## src/rtl/core/jlts_pkg.sv

```systemverilog
// Shared types and constants of the token scanner.
package jlts_pkg;

  // Position counter and token length widths
  localparam int POS_W = 32;
  localparam int LEN_W = 16;

  // Result queue depth
  localparam int FIFO_DEPTH = 4;

  // Token types
  localparam logic [3:0] T_OBJ_START  = 4'd0;
  localparam logic [3:0] T_OBJ_END    = 4'd1;
  localparam logic [3:0] T_LIST_START = 4'd2;
  localparam logic [3:0] T_LIST_END   = 4'd3;
  localparam logic [3:0] T_COMMA      = 4'd4;
  localparam logic [3:0] T_COLON      = 4'd5;
  localparam logic [3:0] T_INT        = 4'd6;
  localparam logic [3:0] T_FLOAT      = 4'd7;
  localparam logic [3:0] T_STRING     = 4'd8;
  localparam logic [3:0] T_BOOL       = 4'd9;
  localparam logic [3:0] T_IDENT      = 4'd10;
  localparam logic [3:0] T_LINE_CMT   = 4'd11;
  localparam logic [3:0] T_BLOCK_CMT  = 4'd12;
  localparam logic [3:0] T_SPACE      = 4'd13;

  // Error codes
  localparam logic [1:0] ERR_NONE    = 2'd0;
  localparam logic [1:0] ERR_INVALID = 2'd1;
  localparam logic [1:0] ERR_DOTS    = 2'd2;

  // Configuration register indexes
  localparam logic CFG_KEEP_COMMENTS = 1'b0;
  localparam logic CFG_KEEP_SPACE    = 1'b1;

  // Scanner modes
  typedef enum logic [2:0] {
    M_IDLE,
    M_WS,
    M_NUM,
    M_STR,
    M_IDENT,
    M_SLASH,
    M_LINE,
    M_BLOCK
  } jlts_mode_e;

  // One token record
  typedef struct packed {
    logic [3:0]       token_type;
    logic [1:0]       error_code;
    logic [POS_W-1:0] start_offset;
    logic [POS_W-1:0] start_line;
    logic [POS_W-1:0] start_column;
    logic [LEN_W-1:0] token_length;
    logic             last_of_run;
  } jlts_rec_t;

  // Records produced by one request, in order
  typedef struct packed {
    logic [1:0] count;
    jlts_rec_t  rec0;
    jlts_rec_t  rec1;
  } jlts_push_t;

endpackage

```

## src/rtl/core/json_like_token_scanner_top.sv

```systemverilog
// Top level of the JSON-like token scanner.
//
// Input channel (in_valid_i/in_ready_o): one request per byte. kind_i = 0
// carries data_byte_i; kind_i = 1 marks end of input, which closes any pending
// token and returns offset, line, column and the halt flag to zero.
// Output channel (out_valid_o/out_ready_i): one token record per transfer;
// a request yields zero, one or two records, and last_of_run_o marks the
// final record of a request.
// Configuration: cfg_we_i writes register cfg_idx_i (0 keep comments,
// 1 keep whitespace) from cfg_data_i in the same cycle.
// A record is written into the result queue and is visible once the records ahead of it have gone.
// Throughput: one byte per cycle while in_ready_o is high; the scan step is combinational logic.
// Records go into a four-entry queue; in_ready_o drops while fewer than two
// entries are free, so a stalled receiver backs up into the input channel
// without losing records.
// Reset: scanner idle, counters zero, both options off, queue empty.
module json_like_token_scanner_top (
  input  logic        clk_i,
  input  logic        rst_ni,
  input  logic        cfg_we_i,
  input  logic        cfg_idx_i,
  input  logic        cfg_data_i,
  input  logic        in_valid_i,
  output logic        in_ready_o,
  input  logic        kind_i,
  input  logic [7:0]  data_byte_i,
  output logic        out_valid_o,
  input  logic        out_ready_i,
  output logic [3:0]  token_type_o,
  output logic [1:0]  error_code_o,
  output logic [31:0] start_offset_o,
  output logic [31:0] start_line_o,
  output logic [31:0] start_column_o,
  output logic [15:0] token_length_o,
  output logic        last_of_run_o
);

  jlts_pkg::jlts_push_t push;
  jlts_pkg::jlts_rec_t  rec;
  logic                 space;
  logic                 acc;

  assign in_ready_o = space;
  assign acc        = in_valid_i && space;

  jlts_scan u_scan (
    .clk_i       (clk_i),
    .rst_ni      (rst_ni),
    .cfg_we_i    (cfg_we_i),
    .cfg_idx_i   (cfg_idx_i),
    .cfg_data_i  (cfg_data_i),
    .acc_i       (acc),
    .kind_i      (kind_i),
    .data_byte_i (data_byte_i),
    .push_o      (push)
  );

  jlts_fifo u_fifo (
    .clk_i       (clk_i),
    .rst_ni      (rst_ni),
    .push_i      (push),
    .space_o     (space),
    .out_valid_o (out_valid_o),
    .out_ready_i (out_ready_i),
    .out_rec_o   (rec)
  );

  // Record fields to ports
  assign token_type_o   = rec.token_type;
  assign error_code_o   = rec.error_code;
  assign start_offset_o = rec.start_offset;
  assign start_line_o   = rec.start_line;
  assign start_column_o = rec.start_column;
  assign token_length_o = rec.token_length;
  assign last_of_run_o  = rec.last_of_run;

endmodule

```

## src/rtl/core/jlts_scan.sv

```systemverilog
// Byte classifier and scanner state: turns one request into up to two records.
module jlts_scan (
  input  logic               clk_i,
  input  logic               rst_ni,
  input  logic               cfg_we_i,
  input  logic               cfg_idx_i,
  input  logic               cfg_data_i,
  input  logic               acc_i,
  input  logic               kind_i,
  input  logic [7:0]         data_byte_i,
  output jlts_pkg::jlts_push_t push_o
);

  localparam logic [7:0] C_LBRACE = 8'h7B;
  localparam logic [7:0] C_RBRACE = 8'h7D;
  localparam logic [7:0] C_LBRACK = 8'h5B;
  localparam logic [7:0] C_RBRACK = 8'h5D;
  localparam logic [7:0] C_COMMA  = 8'h2C;
  localparam logic [7:0] C_COLON  = 8'h3A;
  localparam logic [7:0] C_QUOTE  = 8'h22;
  localparam logic [7:0] C_SLASH  = 8'h2F;
  localparam logic [7:0] C_STAR   = 8'h2A;
  localparam logic [7:0] C_BSLASH = 8'h5C;
  localparam logic [7:0] C_DOT    = 8'h2E;
  localparam logic [7:0] C_MINUS  = 8'h2D;
  localparam logic [7:0] C_SPACE  = 8'h20;
  localparam logic [7:0] C_TAB    = 8'h09;
  localparam logic [7:0] C_CR     = 8'h0D;
  localparam logic [7:0] C_LF     = 8'h0A;

  // Keyword tracker codes: 1..4 walk "true", 5..9 walk "false"
  localparam logic [3:0] KW_NONE  = 4'd0;
  localparam logic [3:0] KW_T     = 4'd1;
  localparam logic [3:0] KW_TRUE  = 4'd4;
  localparam logic [3:0] KW_F     = 4'd5;
  localparam logic [3:0] KW_FALSE = 4'd9;
  localparam logic [3:0] KW_DEAD  = 4'd15;

  localparam logic [jlts_pkg::LEN_W-1:0] LEN_MAX = {jlts_pkg::LEN_W{1'b1}};
  localparam logic [jlts_pkg::LEN_W-1:0] LEN_ONE = jlts_pkg::LEN_W'(1);
  localparam logic [jlts_pkg::POS_W-1:0] POS_ONE = jlts_pkg::POS_W'(1);

  // Next keyword tracker code after one more alphanumeric byte
  function automatic logic [3:0] kw_next(input logic [3:0] k, input logic [7:0] c);
    logic [3:0] r;
    begin
      r = KW_DEAD;
      case (k)
        4'd1: if (c == 8'h72) r = 4'd2;   // r
        4'd2: if (c == 8'h75) r = 4'd3;   // u
        4'd3: if (c == 8'h65) r = 4'd4;   // e
        4'd5: if (c == 8'h61) r = 4'd6;   // a
        4'd6: if (c == 8'h6C) r = 4'd7;   // l
        4'd7: if (c == 8'h73) r = 4'd8;   // s
        4'd8: if (c == 8'h65) r = 4'd9;   // e
        default: r = KW_DEAD;
      endcase
      return r;
    end
  endfunction

  // Configuration
  logic keep_cmt_q, keep_ws_q;

  // Scanner state
  jlts_pkg::jlts_mode_e mode_q, mode_d;
  logic [3:0]                 ptype_q, ptype_d;
  logic                       dot_q, dot_d;
  logic                       esc_q, esc_d;
  logic                       star_q, star_d;
  logic [3:0]                 kw_q, kw_d;
  logic [jlts_pkg::POS_W-1:0] st_off_q, st_off_d;
  logic [jlts_pkg::POS_W-1:0] st_line_q, st_line_d;
  logic [jlts_pkg::POS_W-1:0] st_col_q, st_col_d;
  logic [jlts_pkg::LEN_W-1:0] tb_q, tb_d;
  logic [jlts_pkg::POS_W-1:0] off_q, off_d;
  logic [jlts_pkg::POS_W-1:0] line_q, line_d;
  logic [jlts_pkg::POS_W-1:0] col_q, col_d;
  logic                       halted_q, halted_d;

  // Byte classes
  logic       is_ws, is_dig, is_alp, is_punct;
  logic [3:0] punct_type;
  logic       data_go, fresh, adv;
  logic [jlts_pkg::LEN_W-1:0] tb_inc;

  assign is_ws  = (data_byte_i == C_SPACE) || (data_byte_i == C_TAB) ||
                  (data_byte_i == C_CR) || (data_byte_i == C_LF);
  assign is_dig = (data_byte_i >= 8'h30) && (data_byte_i <= 8'h39);
  assign is_alp = ((data_byte_i >= 8'h61) && (data_byte_i <= 8'h7A)) ||
                  ((data_byte_i >= 8'h41) && (data_byte_i <= 8'h5A));
  assign tb_inc = (tb_q == LEN_MAX) ? tb_q : tb_q + LEN_ONE;

  // Punctuation lookup
  always_comb begin
    is_punct   = 1'b1;
    punct_type = jlts_pkg::T_OBJ_START;
    case (data_byte_i)
      C_LBRACE: punct_type = jlts_pkg::T_OBJ_START;
      C_RBRACE: punct_type = jlts_pkg::T_OBJ_END;
      C_LBRACK: punct_type = jlts_pkg::T_LIST_START;
      C_RBRACK: punct_type = jlts_pkg::T_LIST_END;
      C_COMMA:  punct_type = jlts_pkg::T_COMMA;
      C_COLON:  punct_type = jlts_pkg::T_COLON;
      default:  is_punct   = 1'b0;
    endcase
  end

  // A data byte that ends the pending token (or finds none) starts a new one
  assign data_go = acc_i && !kind_i && !halted_q;
  always_comb begin
    case (mode_q)
      jlts_pkg::M_IDLE:  fresh = data_go;
      jlts_pkg::M_WS:    fresh = data_go && !is_ws;
      jlts_pkg::M_NUM:   fresh = data_go && !is_dig && (data_byte_i != C_DOT);
      jlts_pkg::M_IDENT: fresh = data_go && !is_alp && !is_dig;
      default:           fresh = 1'b0;
    endcase
  end

  // Next state
  always_comb begin
    mode_d    = mode_q;
    ptype_d   = ptype_q;
    dot_d     = dot_q;
    esc_d     = esc_q;
    star_d    = star_q;
    kw_d      = kw_q;
    st_off_d  = st_off_q;
    st_line_d = st_line_q;
    st_col_d  = st_col_q;
    tb_d      = tb_q;
    halted_d  = halted_q;
    adv       = 1'b0;

    if (acc_i && kind_i) begin
      // end of input: back to the reset state
      mode_d    = jlts_pkg::M_IDLE;
      ptype_d   = jlts_pkg::T_OBJ_START;
      dot_d     = 1'b0;
      esc_d     = 1'b0;
      star_d    = 1'b0;
      kw_d      = KW_NONE;
      st_off_d  = '0;
      st_line_d = '0;
      st_col_d  = '0;
      tb_d      = '0;
      halted_d  = 1'b0;
    end else if (data_go && !fresh) begin
      // continue the pending token
      case (mode_q)
        jlts_pkg::M_WS: begin
          adv  = 1'b1;
          tb_d = tb_inc;
        end
        jlts_pkg::M_NUM: begin
          if (is_dig) begin
            adv  = 1'b1;
            tb_d = tb_inc;
          end else if (dot_q) begin
            halted_d = 1'b1;
            mode_d   = jlts_pkg::M_IDLE;
          end else begin
            dot_d   = 1'b1;
            ptype_d = jlts_pkg::T_FLOAT;
            adv     = 1'b1;
            tb_d    = tb_inc;
          end
        end
        jlts_pkg::M_STR: begin
          adv  = 1'b1;
          tb_d = tb_inc;
          if (esc_q) begin
            esc_d = 1'b0;
          end else if (data_byte_i == C_BSLASH) begin
            esc_d = 1'b1;
          end else if (data_byte_i == C_QUOTE) begin
            mode_d = jlts_pkg::M_IDLE;
          end
        end
        jlts_pkg::M_IDENT: begin
          kw_d = kw_next(kw_q, data_byte_i);
          adv  = 1'b1;
          tb_d = tb_inc;
        end
        jlts_pkg::M_SLASH: begin
          adv  = 1'b1;
          tb_d = tb_inc;
          if (data_byte_i == C_SLASH) begin
            mode_d  = jlts_pkg::M_LINE;
            ptype_d = jlts_pkg::T_LINE_CMT;
          end else if (data_byte_i == C_STAR) begin
            mode_d  = jlts_pkg::M_BLOCK;
            ptype_d = jlts_pkg::T_BLOCK_CMT;
            star_d  = 1'b0;
          end else begin
            halted_d = 1'b1;
            mode_d   = jlts_pkg::M_IDLE;
          end
        end
        jlts_pkg::M_LINE: begin
          adv  = 1'b1;
          tb_d = tb_inc;
          if ((data_byte_i == C_LF) || (data_byte_i == C_CR)) begin
            mode_d = jlts_pkg::M_IDLE;
          end
        end
        jlts_pkg::M_BLOCK: begin
          adv  = 1'b1;
          tb_d = tb_inc;
          if (star_q && (data_byte_i == C_SLASH)) begin
            mode_d = jlts_pkg::M_IDLE;
          end else begin
            star_d = (data_byte_i == C_STAR);
          end
        end
        default: begin
          mode_d = jlts_pkg::M_IDLE;
        end
      endcase
    end else if (fresh) begin
      // open a new token at the current position
      st_off_d  = off_q;
      st_line_d = line_q;
      st_col_d  = col_q;
      tb_d      = LEN_ONE;
      dot_d     = 1'b0;
      esc_d     = 1'b0;
      star_d    = 1'b0;
      kw_d      = KW_NONE;
      adv       = 1'b1;
      if (is_ws) begin
        mode_d  = jlts_pkg::M_WS;
        ptype_d = jlts_pkg::T_SPACE;
      end else if (is_punct) begin
        mode_d  = jlts_pkg::M_IDLE;
        ptype_d = punct_type;
      end else if (is_dig || (data_byte_i == C_DOT) || (data_byte_i == C_MINUS)) begin
        mode_d  = jlts_pkg::M_NUM;
        ptype_d = (data_byte_i == C_DOT) ? jlts_pkg::T_FLOAT : jlts_pkg::T_INT;
        dot_d   = (data_byte_i == C_DOT);
      end else if (data_byte_i == C_QUOTE) begin
        mode_d  = jlts_pkg::M_STR;
        ptype_d = jlts_pkg::T_STRING;
      end else if (is_alp) begin
        mode_d  = jlts_pkg::M_IDENT;
        ptype_d = jlts_pkg::T_IDENT;
        kw_d    = (data_byte_i == 8'h74) ? KW_T : (data_byte_i == 8'h66) ? KW_F : KW_DEAD;
      end else if (data_byte_i == C_SLASH) begin
        mode_d  = jlts_pkg::M_SLASH;
        ptype_d = jlts_pkg::T_OBJ_START;
      end else begin
        // invalid byte: error record, halt, counters hold
        mode_d   = jlts_pkg::M_IDLE;
        ptype_d  = jlts_pkg::T_OBJ_START;
        halted_d = 1'b1;
        adv      = 1'b0;
      end
    end
  end

  // Running position
  always_comb begin
    off_d  = off_q;
    line_d = line_q;
    col_d  = col_q;
    if (acc_i && kind_i) begin
      off_d  = '0;
      line_d = '0;
      col_d  = '0;
    end else if (adv) begin
      off_d = off_q + POS_ONE;
      if (data_byte_i == C_LF) begin
        line_d = line_q + POS_ONE;
        col_d  = '0;
      end else begin
        col_d = col_q + POS_ONE;
      end
    end
  end

  // Records
  logic       a_v, b_v, close_keep;
  logic [3:0] close_type, a_type, b_type;
  logic [1:0] a_err, b_err;
  logic [jlts_pkg::LEN_W-1:0] a_len;
  jlts_pkg::jlts_rec_t rec_a, rec_b;

  always_comb begin
    if (mode_q == jlts_pkg::M_IDENT) begin
      close_type = ((kw_q == KW_TRUE) || (kw_q == KW_FALSE)) ? jlts_pkg::T_BOOL
                                                             : jlts_pkg::T_IDENT;
    end else begin
      close_type = ptype_q;
    end
    close_keep = 1'b1;
    if (((close_type == jlts_pkg::T_LINE_CMT) || (close_type == jlts_pkg::T_BLOCK_CMT)) &&
        !keep_cmt_q) begin
      close_keep = 1'b0;
    end
    if ((close_type == jlts_pkg::T_SPACE) && !keep_ws_q) begin
      close_keep = 1'b0;
    end
  end

  // First record: the pending token closing, or an error on it
  always_comb begin
    a_v    = 1'b0;
    a_type = close_type;
    a_err  = jlts_pkg::ERR_NONE;
    a_len  = tb_q;
    if (acc_i && kind_i && !halted_q) begin
      if (mode_q == jlts_pkg::M_SLASH) begin
        a_v    = 1'b1;
        a_type = jlts_pkg::T_OBJ_START;
        a_err  = jlts_pkg::ERR_INVALID;
      end else if (mode_q != jlts_pkg::M_IDLE) begin
        a_v = close_keep;
      end
    end else if (fresh) begin
      a_v = (mode_q != jlts_pkg::M_IDLE) && close_keep;
    end else if (data_go) begin
      case (mode_q)
        jlts_pkg::M_NUM: begin
          if (!is_dig && dot_q) begin
            a_v    = 1'b1;
            a_type = jlts_pkg::T_FLOAT;
            a_err  = jlts_pkg::ERR_DOTS;
          end
        end
        jlts_pkg::M_STR: begin
          a_v   = !esc_q && (data_byte_i == C_QUOTE) && close_keep;
          a_len = tb_inc;
        end
        jlts_pkg::M_SLASH: begin
          a_v    = (data_byte_i != C_SLASH) && (data_byte_i != C_STAR);
          a_type = jlts_pkg::T_OBJ_START;
          a_err  = jlts_pkg::ERR_INVALID;
          a_len  = tb_inc;
        end
        jlts_pkg::M_LINE: begin
          a_v   = ((data_byte_i == C_LF) || (data_byte_i == C_CR)) && close_keep;
          a_len = tb_inc;
        end
        jlts_pkg::M_BLOCK: begin
          a_v   = star_q && (data_byte_i == C_SLASH) && close_keep;
          a_len = tb_inc;
        end
        default: a_v = 1'b0;
      endcase
    end
  end

  // Second record: punctuation or an invalid byte at the current position
  always_comb begin
    b_v    = 1'b0;
    b_type = jlts_pkg::T_OBJ_START;
    b_err  = jlts_pkg::ERR_NONE;
    if (fresh && !is_ws) begin
      if (is_punct) begin
        b_v    = 1'b1;
        b_type = punct_type;
      end else if (!is_dig && !is_alp && (data_byte_i != C_DOT) &&
                   (data_byte_i != C_MINUS) && (data_byte_i != C_QUOTE) &&
                   (data_byte_i != C_SLASH)) begin
        b_v   = 1'b1;
        b_err = jlts_pkg::ERR_INVALID;
      end
    end
  end

  always_comb begin
    rec_a.token_type   = a_type;
    rec_a.error_code   = a_err;
    rec_a.start_offset = st_off_q;
    rec_a.start_line   = st_line_q;
    rec_a.start_column = st_col_q;
    rec_a.token_length = a_len;
    rec_a.last_of_run  = !b_v;

    rec_b.token_type   = b_type;
    rec_b.error_code   = b_err;
    rec_b.start_offset = off_q;
    rec_b.start_line   = line_q;
    rec_b.start_column = col_q;
    rec_b.token_length = LEN_ONE;
    rec_b.last_of_run  = 1'b1;

    push_o.count = {1'b0, a_v} + {1'b0, b_v};
    push_o.rec0  = a_v ? rec_a : rec_b;
    push_o.rec1  = rec_b;
  end

  // Registers
  always_ff @(posedge clk_i or negedge rst_ni) begin
    if (!rst_ni) begin
      keep_cmt_q <= 1'b0;
      keep_ws_q  <= 1'b0;
      mode_q     <= jlts_pkg::M_IDLE;
      ptype_q    <= jlts_pkg::T_OBJ_START;
      dot_q      <= 1'b0;
      esc_q      <= 1'b0;
      star_q     <= 1'b0;
      kw_q       <= KW_NONE;
      st_off_q   <= '0;
      st_line_q  <= '0;
      st_col_q   <= '0;
      tb_q       <= '0;
      off_q      <= '0;
      line_q     <= '0;
      col_q      <= '0;
      halted_q   <= 1'b0;
    end else begin
      if (cfg_we_i && (cfg_idx_i == jlts_pkg::CFG_KEEP_COMMENTS)) keep_cmt_q <= cfg_data_i;
      if (cfg_we_i && (cfg_idx_i == jlts_pkg::CFG_KEEP_SPACE))    keep_ws_q  <= cfg_data_i;
      mode_q    <= mode_d;
      ptype_q   <= ptype_d;
      dot_q     <= dot_d;
      esc_q     <= esc_d;
      star_q    <= star_d;
      kw_q      <= kw_d;
      st_off_q  <= st_off_d;
      st_line_q <= st_line_d;
      st_col_q  <= st_col_d;
      tb_q      <= tb_d;
      off_q     <= off_d;
      line_q    <= line_d;
      col_q     <= col_d;
      halted_q  <= halted_d;
    end
  end

  // A halted scanner ignores data bytes entirely
  a_halt_quiet: assert property (@(posedge clk_i) disable iff (!rst_ni)
    (acc_i && !kind_i && halted_q) |-> (push_o.count == 2'd0))
    else $error("halted scanner produced a record");

  a_halt_hold: assert property (@(posedge clk_i) disable iff (!rst_ni)
    (acc_i && !kind_i && halted_q) |=> $stable(off_q) && halted_q)
    else $error("halted scanner moved its position");

  // End of input re-arms the scanner at offset zero
  a_eoi_rearm: assert property (@(posedge clk_i) disable iff (!rst_ni)
    (acc_i && kind_i) |=> (off_q == '0) && !halted_q && (mode_q == jlts_pkg::M_IDLE))
    else $error("end of input did not re-arm the scanner");

endmodule

```

## src/rtl/core/jlts_fifo.sv

```systemverilog
// Result queue: takes up to two records per cycle, hands out one.
module jlts_fifo (
  input  logic                 clk_i,
  input  logic                 rst_ni,
  input  jlts_pkg::jlts_push_t push_i,
  output logic                 space_o,
  output logic                 out_valid_o,
  input  logic                 out_ready_i,
  output jlts_pkg::jlts_rec_t  out_rec_o
);

  localparam int PTR_W = $clog2(jlts_pkg::FIFO_DEPTH);
  localparam int CNT_W = $clog2(jlts_pkg::FIFO_DEPTH + 1);
  localparam logic [CNT_W-1:0] DEPTH_C = CNT_W'(jlts_pkg::FIFO_DEPTH);
  localparam logic [CNT_W-1:0] ROOM_C  = CNT_W'(jlts_pkg::FIFO_DEPTH - 2);
  localparam logic [PTR_W-1:0] PTR_ONE = PTR_W'(1);

  jlts_pkg::jlts_rec_t mem_q [jlts_pkg::FIFO_DEPTH];
  logic [PTR_W-1:0] wr_q, wr_d, rd_q, rd_d;
  logic [CNT_W-1:0] cnt_q, cnt_d;
  logic             pop;

  assign out_valid_o = (cnt_q != '0);
  assign out_rec_o   = mem_q[rd_q];
  assign space_o     = (cnt_q <= ROOM_C);
  assign pop         = out_valid_o && out_ready_i;

  // Pointers and fill level
  always_comb begin
    wr_d  = wr_q + PTR_W'(push_i.count);
    rd_d  = pop ? rd_q + PTR_ONE : rd_q;
    cnt_d = cnt_q + CNT_W'(push_i.count) - CNT_W'(pop);
  end

  always_ff @(posedge clk_i or negedge rst_ni) begin
    if (!rst_ni) begin
      wr_q  <= '0;
      rd_q  <= '0;
      cnt_q <= '0;
    end else begin
      wr_q  <= wr_d;
      rd_q  <= rd_d;
      cnt_q <= cnt_d;
    end
  end

  // Record storage
  always_ff @(posedge clk_i) begin
    if (push_i.count != 2'd0) mem_q[wr_q] <= push_i.rec0;
    if (push_i.count == 2'd2) mem_q[wr_q + PTR_ONE] <= push_i.rec1;
  end

  a_no_overflow: assert property (@(posedge clk_i) disable iff (!rst_ni)
    (push_i.count != 2'd0) |-> ((cnt_q + CNT_W'(push_i.count)) <= DEPTH_C))
    else $error("result queue overflow");

  a_level_track: assert property (@(posedge clk_i) disable iff (!rst_ni)
    (push_i.count == 2'd0 && !pop) |=> $stable(cnt_q))
    else $error("queue level changed without push or pop");

  // Pointer distance always matches the fill level
  a_ptr_gap: assert property (@(posedge clk_i) disable iff (!rst_ni)
    ((wr_q - rd_q) == PTR_W'(cnt_q)))
    else $error("queue pointers disagree with fill level");

endmodule
```

## config.mk

```make
export PLATFORM = sky130hd
export DESIGN_NAME = json_like_token_scanner_top
export DESIGN_NICKNAME = d
export VERILOG_FILES = /design/src/rtl/core/jlts_pkg.sv /design/src/rtl/core/json_like_token_scanner_top.sv /design/src/rtl/core/jlts_scan.sv /design/src/rtl/core/jlts_fifo.sv
export SDC_FILE = /design/constraint.sdc
export NUM_CORES = 1
export LEC_CHECK = 0
export BUFFER_PORTS_ARGS = -buffer_cell sky130_fd_sc_hd__buf_2
export CAP_MARGIN = 25
export CORE_MARGIN = 3
export CORE_UTILIZATION = 60
export DETAILED_ROUTE_END_ITERATION = 10
export PLACE_DENSITY = 0.89
export REMOVE_ABC_BUFFERS = 1
export SYNTH_ARGS = -nofsm -noshare
export SYNTH_HDL_FRONTEND = slang
export SYNTH_SLANG_ARGS = --single-unit
```

## constraint.sdc

```tcl
create_clock -name clk_i -period 11 [get_ports clk_i]
set_input_delay 2.2 -clock clk_i [delete_from_list [all_inputs] [get_ports clk_i]]
set_output_delay 2.2 -clock clk_i [all_outputs]
set_load 0.1 [all_outputs]
```

; ---- Word-level counts from Yosys, hierarchy flattened
; Memories as Yosys holds them, arrays and structs flattened.
; Cells that the tools add are included.
; W data, S select, Z words.
[totals]
memories = 1
mem_bits_rw = 476
register_bits = 232
out_inout_bits = 121
elab_cells = 357
[mem_list]
columns = memory, words, word_bits, read_ports, rd_ports_with_merged_regs, write_ports, line_no
row1 = u_fifo.mem_q, 4, 119, 1, 0, 2, jlts_fifo.sv:18  ; jlts_pkg::jlts_rec_t mem_q [jlts_pkg::FIFO_DEPTH];
[classes]
n_eq_ne = 80
magnitude_cmp = 7
reduce_logical = 74
n_bitwise = 1
muxes = 165
add_sub_neg = 10
[op_table]
columns = cell, n
row1 = $mux W32, 17
row2 = $mux W16, 10
row3 = $mux W4, 35
row4 = $mux W119, 1
row5 = $eq A8 B7 Y1 const B, 13
row6 = $add A32 B1 Y32 const B, 3
row7 = $eq A8 B6 Y1 const B, 8
row8 = $mux W3, 21
row9 = $mux W1, 62
row10 = $ne A4 B4 Y1 const B, 14
row11 = $ne A8 B6 Y1 const B, 5
row12 = $logic_and A1 B1 Y1, 33
row13 = $pmux W16 S2, 1
row14 = $pmux W4 S7, 1
row15 = $ne A3 B3 Y1 const B, 9
row16 = $eq A8 B4 Y1 const B, 3
row17 = $eq A4 B4 Y1 const B, 5
row18 = $pmux W3 S6, 1
row19 = $add A16 B1 Y16 const B, 1
row20 = $eq A16 B16 Y1 const B, 1
row21 = $eq A4 B3 Y1 const B, 4
row22 = $ge A8 B7 Y1 const B, 2
row23 = $le A8 B7 Y1 const B, 2
row24 = $pmux W4 S2, 2
row25 = other kinds (38), 83

; ---- Longest topological paths before layout
[depth]
ltp_word = 18
depth_mapped = 19

; ---- Modules after synthesis
; From an unflattened synthesis, not the netlist that was laid out.
[unflattened]
hier_cells = 2781
area_unflattened_um2 = 38162.9
[by_module_without_submodules]
columns = module, n_inst, cells_per_inst, seq_area_each_um2, area_per_inst_um2
row1 = jlts_fifo, 1, 1191, 14468.9, 24337.1
row2 = jlts_scan, 1, 1589, 5630.4, 13819.5
row3 = json_like_token_scanner_top, 1, 1, 0.0, 6.3

; ---- Worst setup path before layout
; Ideal clock, no wire load.
[synth_timing]
kind = input -> register
startpoint = in data_byte_i[1]
endpoint = mem u_fifo.mem_q[0][100] in the netlist's numbering, enable pin
setup_slack_ns = 3.329
setup_time_ns = 0.455
cell_stages = 14
required_time_ns = 10.545
t_arrival_ns = 7.216
cell_sequence = buf_4 nor4_2 o2bb2ai_1 o211ai_2 a31oi_4 buf_2 buf_2 buf_2 buf_2 nand2_1 ha_1 nor3_1 nor2_1 inv_1
[synth_rtl]
columns = item, line_no
row1 = start: declaration, json_like_token_scanner_top.sv:26  ; input logic [7:0] data_byte_i,
row2 = end: declaration, jlts_fifo.sv:18

==> impl_metrics.ini <==
[clock_tree]
cts_resized = 0
cts_root_buf = clkbuf_16
clock_sinks = 708
cts_buffer_depth = 3
post_cts.repair.setup_buffers = 0
cts.htree.levels = 3
insertion_delay_ps = 620
cts_tree = yes
cts_buffers = 71
cts_hold_buf = 0
clkSlewWorstSetupHoldPaths_ps = 60

[outcome]
status = finished clean

[grt]
antenna_found_initial = 3
grt_pass1_vias = 25880
grt_pass1_wl_um = 145000
grt_max_degree = 122
grt_usage_pct = 30.7
overflow = 0

[sta]
worst_slew_pin_slew_ps = 1110
slew_violations = 0
setup_viol = 0
rsz0062_at_grt = false
final.min_clock_period_ps = 7620
relSlewSlack_pct = 26.0
final_hold_viol_count = 0
hold_ws_ps = 453
timing.fmax_mhz = 131
finalSetupTns_ps = 0
fin_skew_ps = 22.4
fin_crit_sh_pct = 69.3

[finish]
diodes = 0
final_common_cell = a22o_1
n_fill_cell = 3590
stdcell_area_mm2 = 0.0376
area_delta_synth_final_pct = 9.76
layout_common_cells = a22o_1 (405), edfxtp_1 (400), nand2_1 (341), o21ai_0 (232), dfrtp_1 (230)
nets = 2821
finalNonFillerCells = 3600
drive_gt1_share_pct = 17.1

[place]
dpl.cell_count = 3465
port_buffers = 136
routabilityCongestion = 0.876
dp_hpwl_um = 51200
dpl_cell_area_mm2 = 0.0351

[synthesis]
synthFlopType = edfxtp_1
ys_warn_count = 0
synth_edf_count = 400
syn_area_mm2 = 0.0343
synth-async-reset-ratio_pct = 32.8
ys_seq_area_share_pct = 56.4
avgSynthCellArea_um2 = 12.1
syn_inst = 2841
synth-seq-cells = 708
synth_cell_types = 85

[routing]
antenna_left = 0
vias_per_cell = 7.10
drt-wirelength-per-cell_um = 25.7
dr.pass1.iters = 7
vias = 25547
drc = 0
wirelength_um = 92400
drtIter0Drc = 3508

[pwr]
p_per_area_mw_per_mm2 = 242
ir_worst_vdd_uv = 612
leakagePower_nw = 13.6
p_total_w = 0.00912

[die]
die_area_mm2 = 0.0600
fp-row-count = 86
chipWidth_um = 245
die_h_um = 245
pin_count = 137
coreArea_mm2 = 0.0558
initial_core_util_pct = 61.4

[critical_path]
cp_max_fo = 65
critPathCaptureType = flop
worstSetupStartpointType = primary input
worstPathRequired_ps = 11240
ff2ff_setup_slack_ps = 4920
arrival_ps = 7870
critPathKind = in2reg

[worst_hold_path]
hold_path.class = reg2reg

[flow_run]
cap_violations = 0
==> sequential cells by signal (all words and copies together), names as in the netlist, 16 cells and up <==
| register | flops |
|---|---|
| u_scan.line_q | 32 |
| u_scan.off_q | 32 |
| u_fifo.mem_q | 476 |
| u_scan.col_q | 32 |
| u_scan.tb_q | 16 |
| u_scan.st_off_q | 32 |
| u_scan.st_line_q | 32 |
| u_scan.st_col_q | 32 |
==> report_power, final <==
part	internal (W)	switching, W
registers	0.00298	0.000165
logic	0.000719	0.00275
clock network	0.00146	0.00104
==> final cells by class <==
| cell class | instances | area (um^2) | area share (%) |
|---|---|---|---|
| clock buffer | 97 | 2090 | 5.56 |
| clock inverter | 35 | 357 | 0.948 |
| inverter | 37 | 149 | 0.396 |
| multi-input combinational | 1795 | 13600 | 36.1 |
| sequential | 708 | 19300 | 51.4 |
| tap | 748 | 936 | 2.49 |
| timing repair buffer | 180 | 1150 | 3.06 |
==> stage by stage <==
stage,util (%),setup slack [ps]
4_1_cts,67.2,3530
2_1_floorplan,-,132
3_3_place_gp,62.7,3000
5_1_grt,67.3,2960
3_5_place_dp,62.8,2900
6_report,67.3,3380
==> Yosys cell counts (all sizes together), types with 8 or more instances <==
| cell | count | area (um^2) |
|---|---|---|
| o31ai | 25 | 188 |
| nand4 | 40 | 263 |
| buf | 113 | 552 |
| xor2 | 8 | 70.1 |
| a22o | 405 | 3550 |
| dfxtp | 76 | 1520 |
| o211ai | 12 | 95.1 |
| nor3 | 33 | 165 |
| ha | 11 | 138 |
| a31oi | 17 | 121 |
| clkbuf | 188 | 706 |
| and3 | 20 | 125 |
| edfxtp | 400 | 12000 |
| inv | 37 | 139 |
| dfrtp | 232 | 5810 |
| and2 | 13 | 81.3 |
| a2111oi | 15 | 382 |
| xnor2 | 56 | 490 |
| and4 | 10 | 87.6 |
| nand2 | 343 | 1290 |
| o22ai | 11 | 68.8 |
| o21ai | 239 | 1200 |
| mux4 | 119 | 2680 |
| mux2 | 8 | 93.8 |
| a21oi | 79 | 399 |
| nor2 | 130 | 523 |
| nand3 | 56 | 285 |
| nor4 | 16 | 119 |
| nand2b | 16 | 100 |
| nor4b | 9 | 123 |
| or3 | 20 | 125 |
==> logic make-up (layout without fill, tap and decap cells) <==
logic type / count (synthesis) / after routing / share of synthesized area [%]
buffers and inverters: 338 / 349 / 4.08
adders and majority gates: 12 / 12 / 0.460
muxes: 133 / 133 / 8.31
AOI/OAI and AO/OA: 846 / 846 / 18.7
DFF: 708 / 708 / 56.4
xor gates and xnor gates: 64 / 64 / 1.64
and+or+nand+nor: 740 / 740 / 10.4
==> layer usage <==
| layer | track usage (%) | vias up | wire length (um) |
|---|---|---|---|
| met3 | 6.11 | 329 | 10100 |
| met1 | 39.1 | 12550 | 32500 |
| li1 | - | 10761 | - |
| met5 | 0 | - | 28 |
| met4 | 15.1 | 6 | 4210 |
| met2 | 50.9 | 1901 | 45600 |
==> final timing paths <==
kind,startpoint,to,cells after the start
hold / removal,u_fifo.mem_q[2][11],u_fifo.mem_q[2][11],2
min in group asynchronous,rst_ni,u_scan.st_line_q[21],1
setup reg to reg,u_scan.mode_q[1],u_fifo.mem_q[2][71],11
hold reg to reg,u_fifo.mem_q[2][11],u_fifo.mem_q[2][11],2
setup / recovery,data_byte_i[3],u_fifo.mem_q[2][71],13
max in group asynchronous,rst_ni,u_scan.st_col_q[17],2
==> critical path: stages <==
cell and delay [ps]:
buf_2 300, nor3b_2 470, nand2_2 120, o221ai_2 290, nand4_2 630, a21o_1 420
nand3_2 280, inv_2 250, ha_1 320, nor3_1 800, nor2_1 210, inv_4 800
buf_4 690
(Power assumes the default switching activity.)
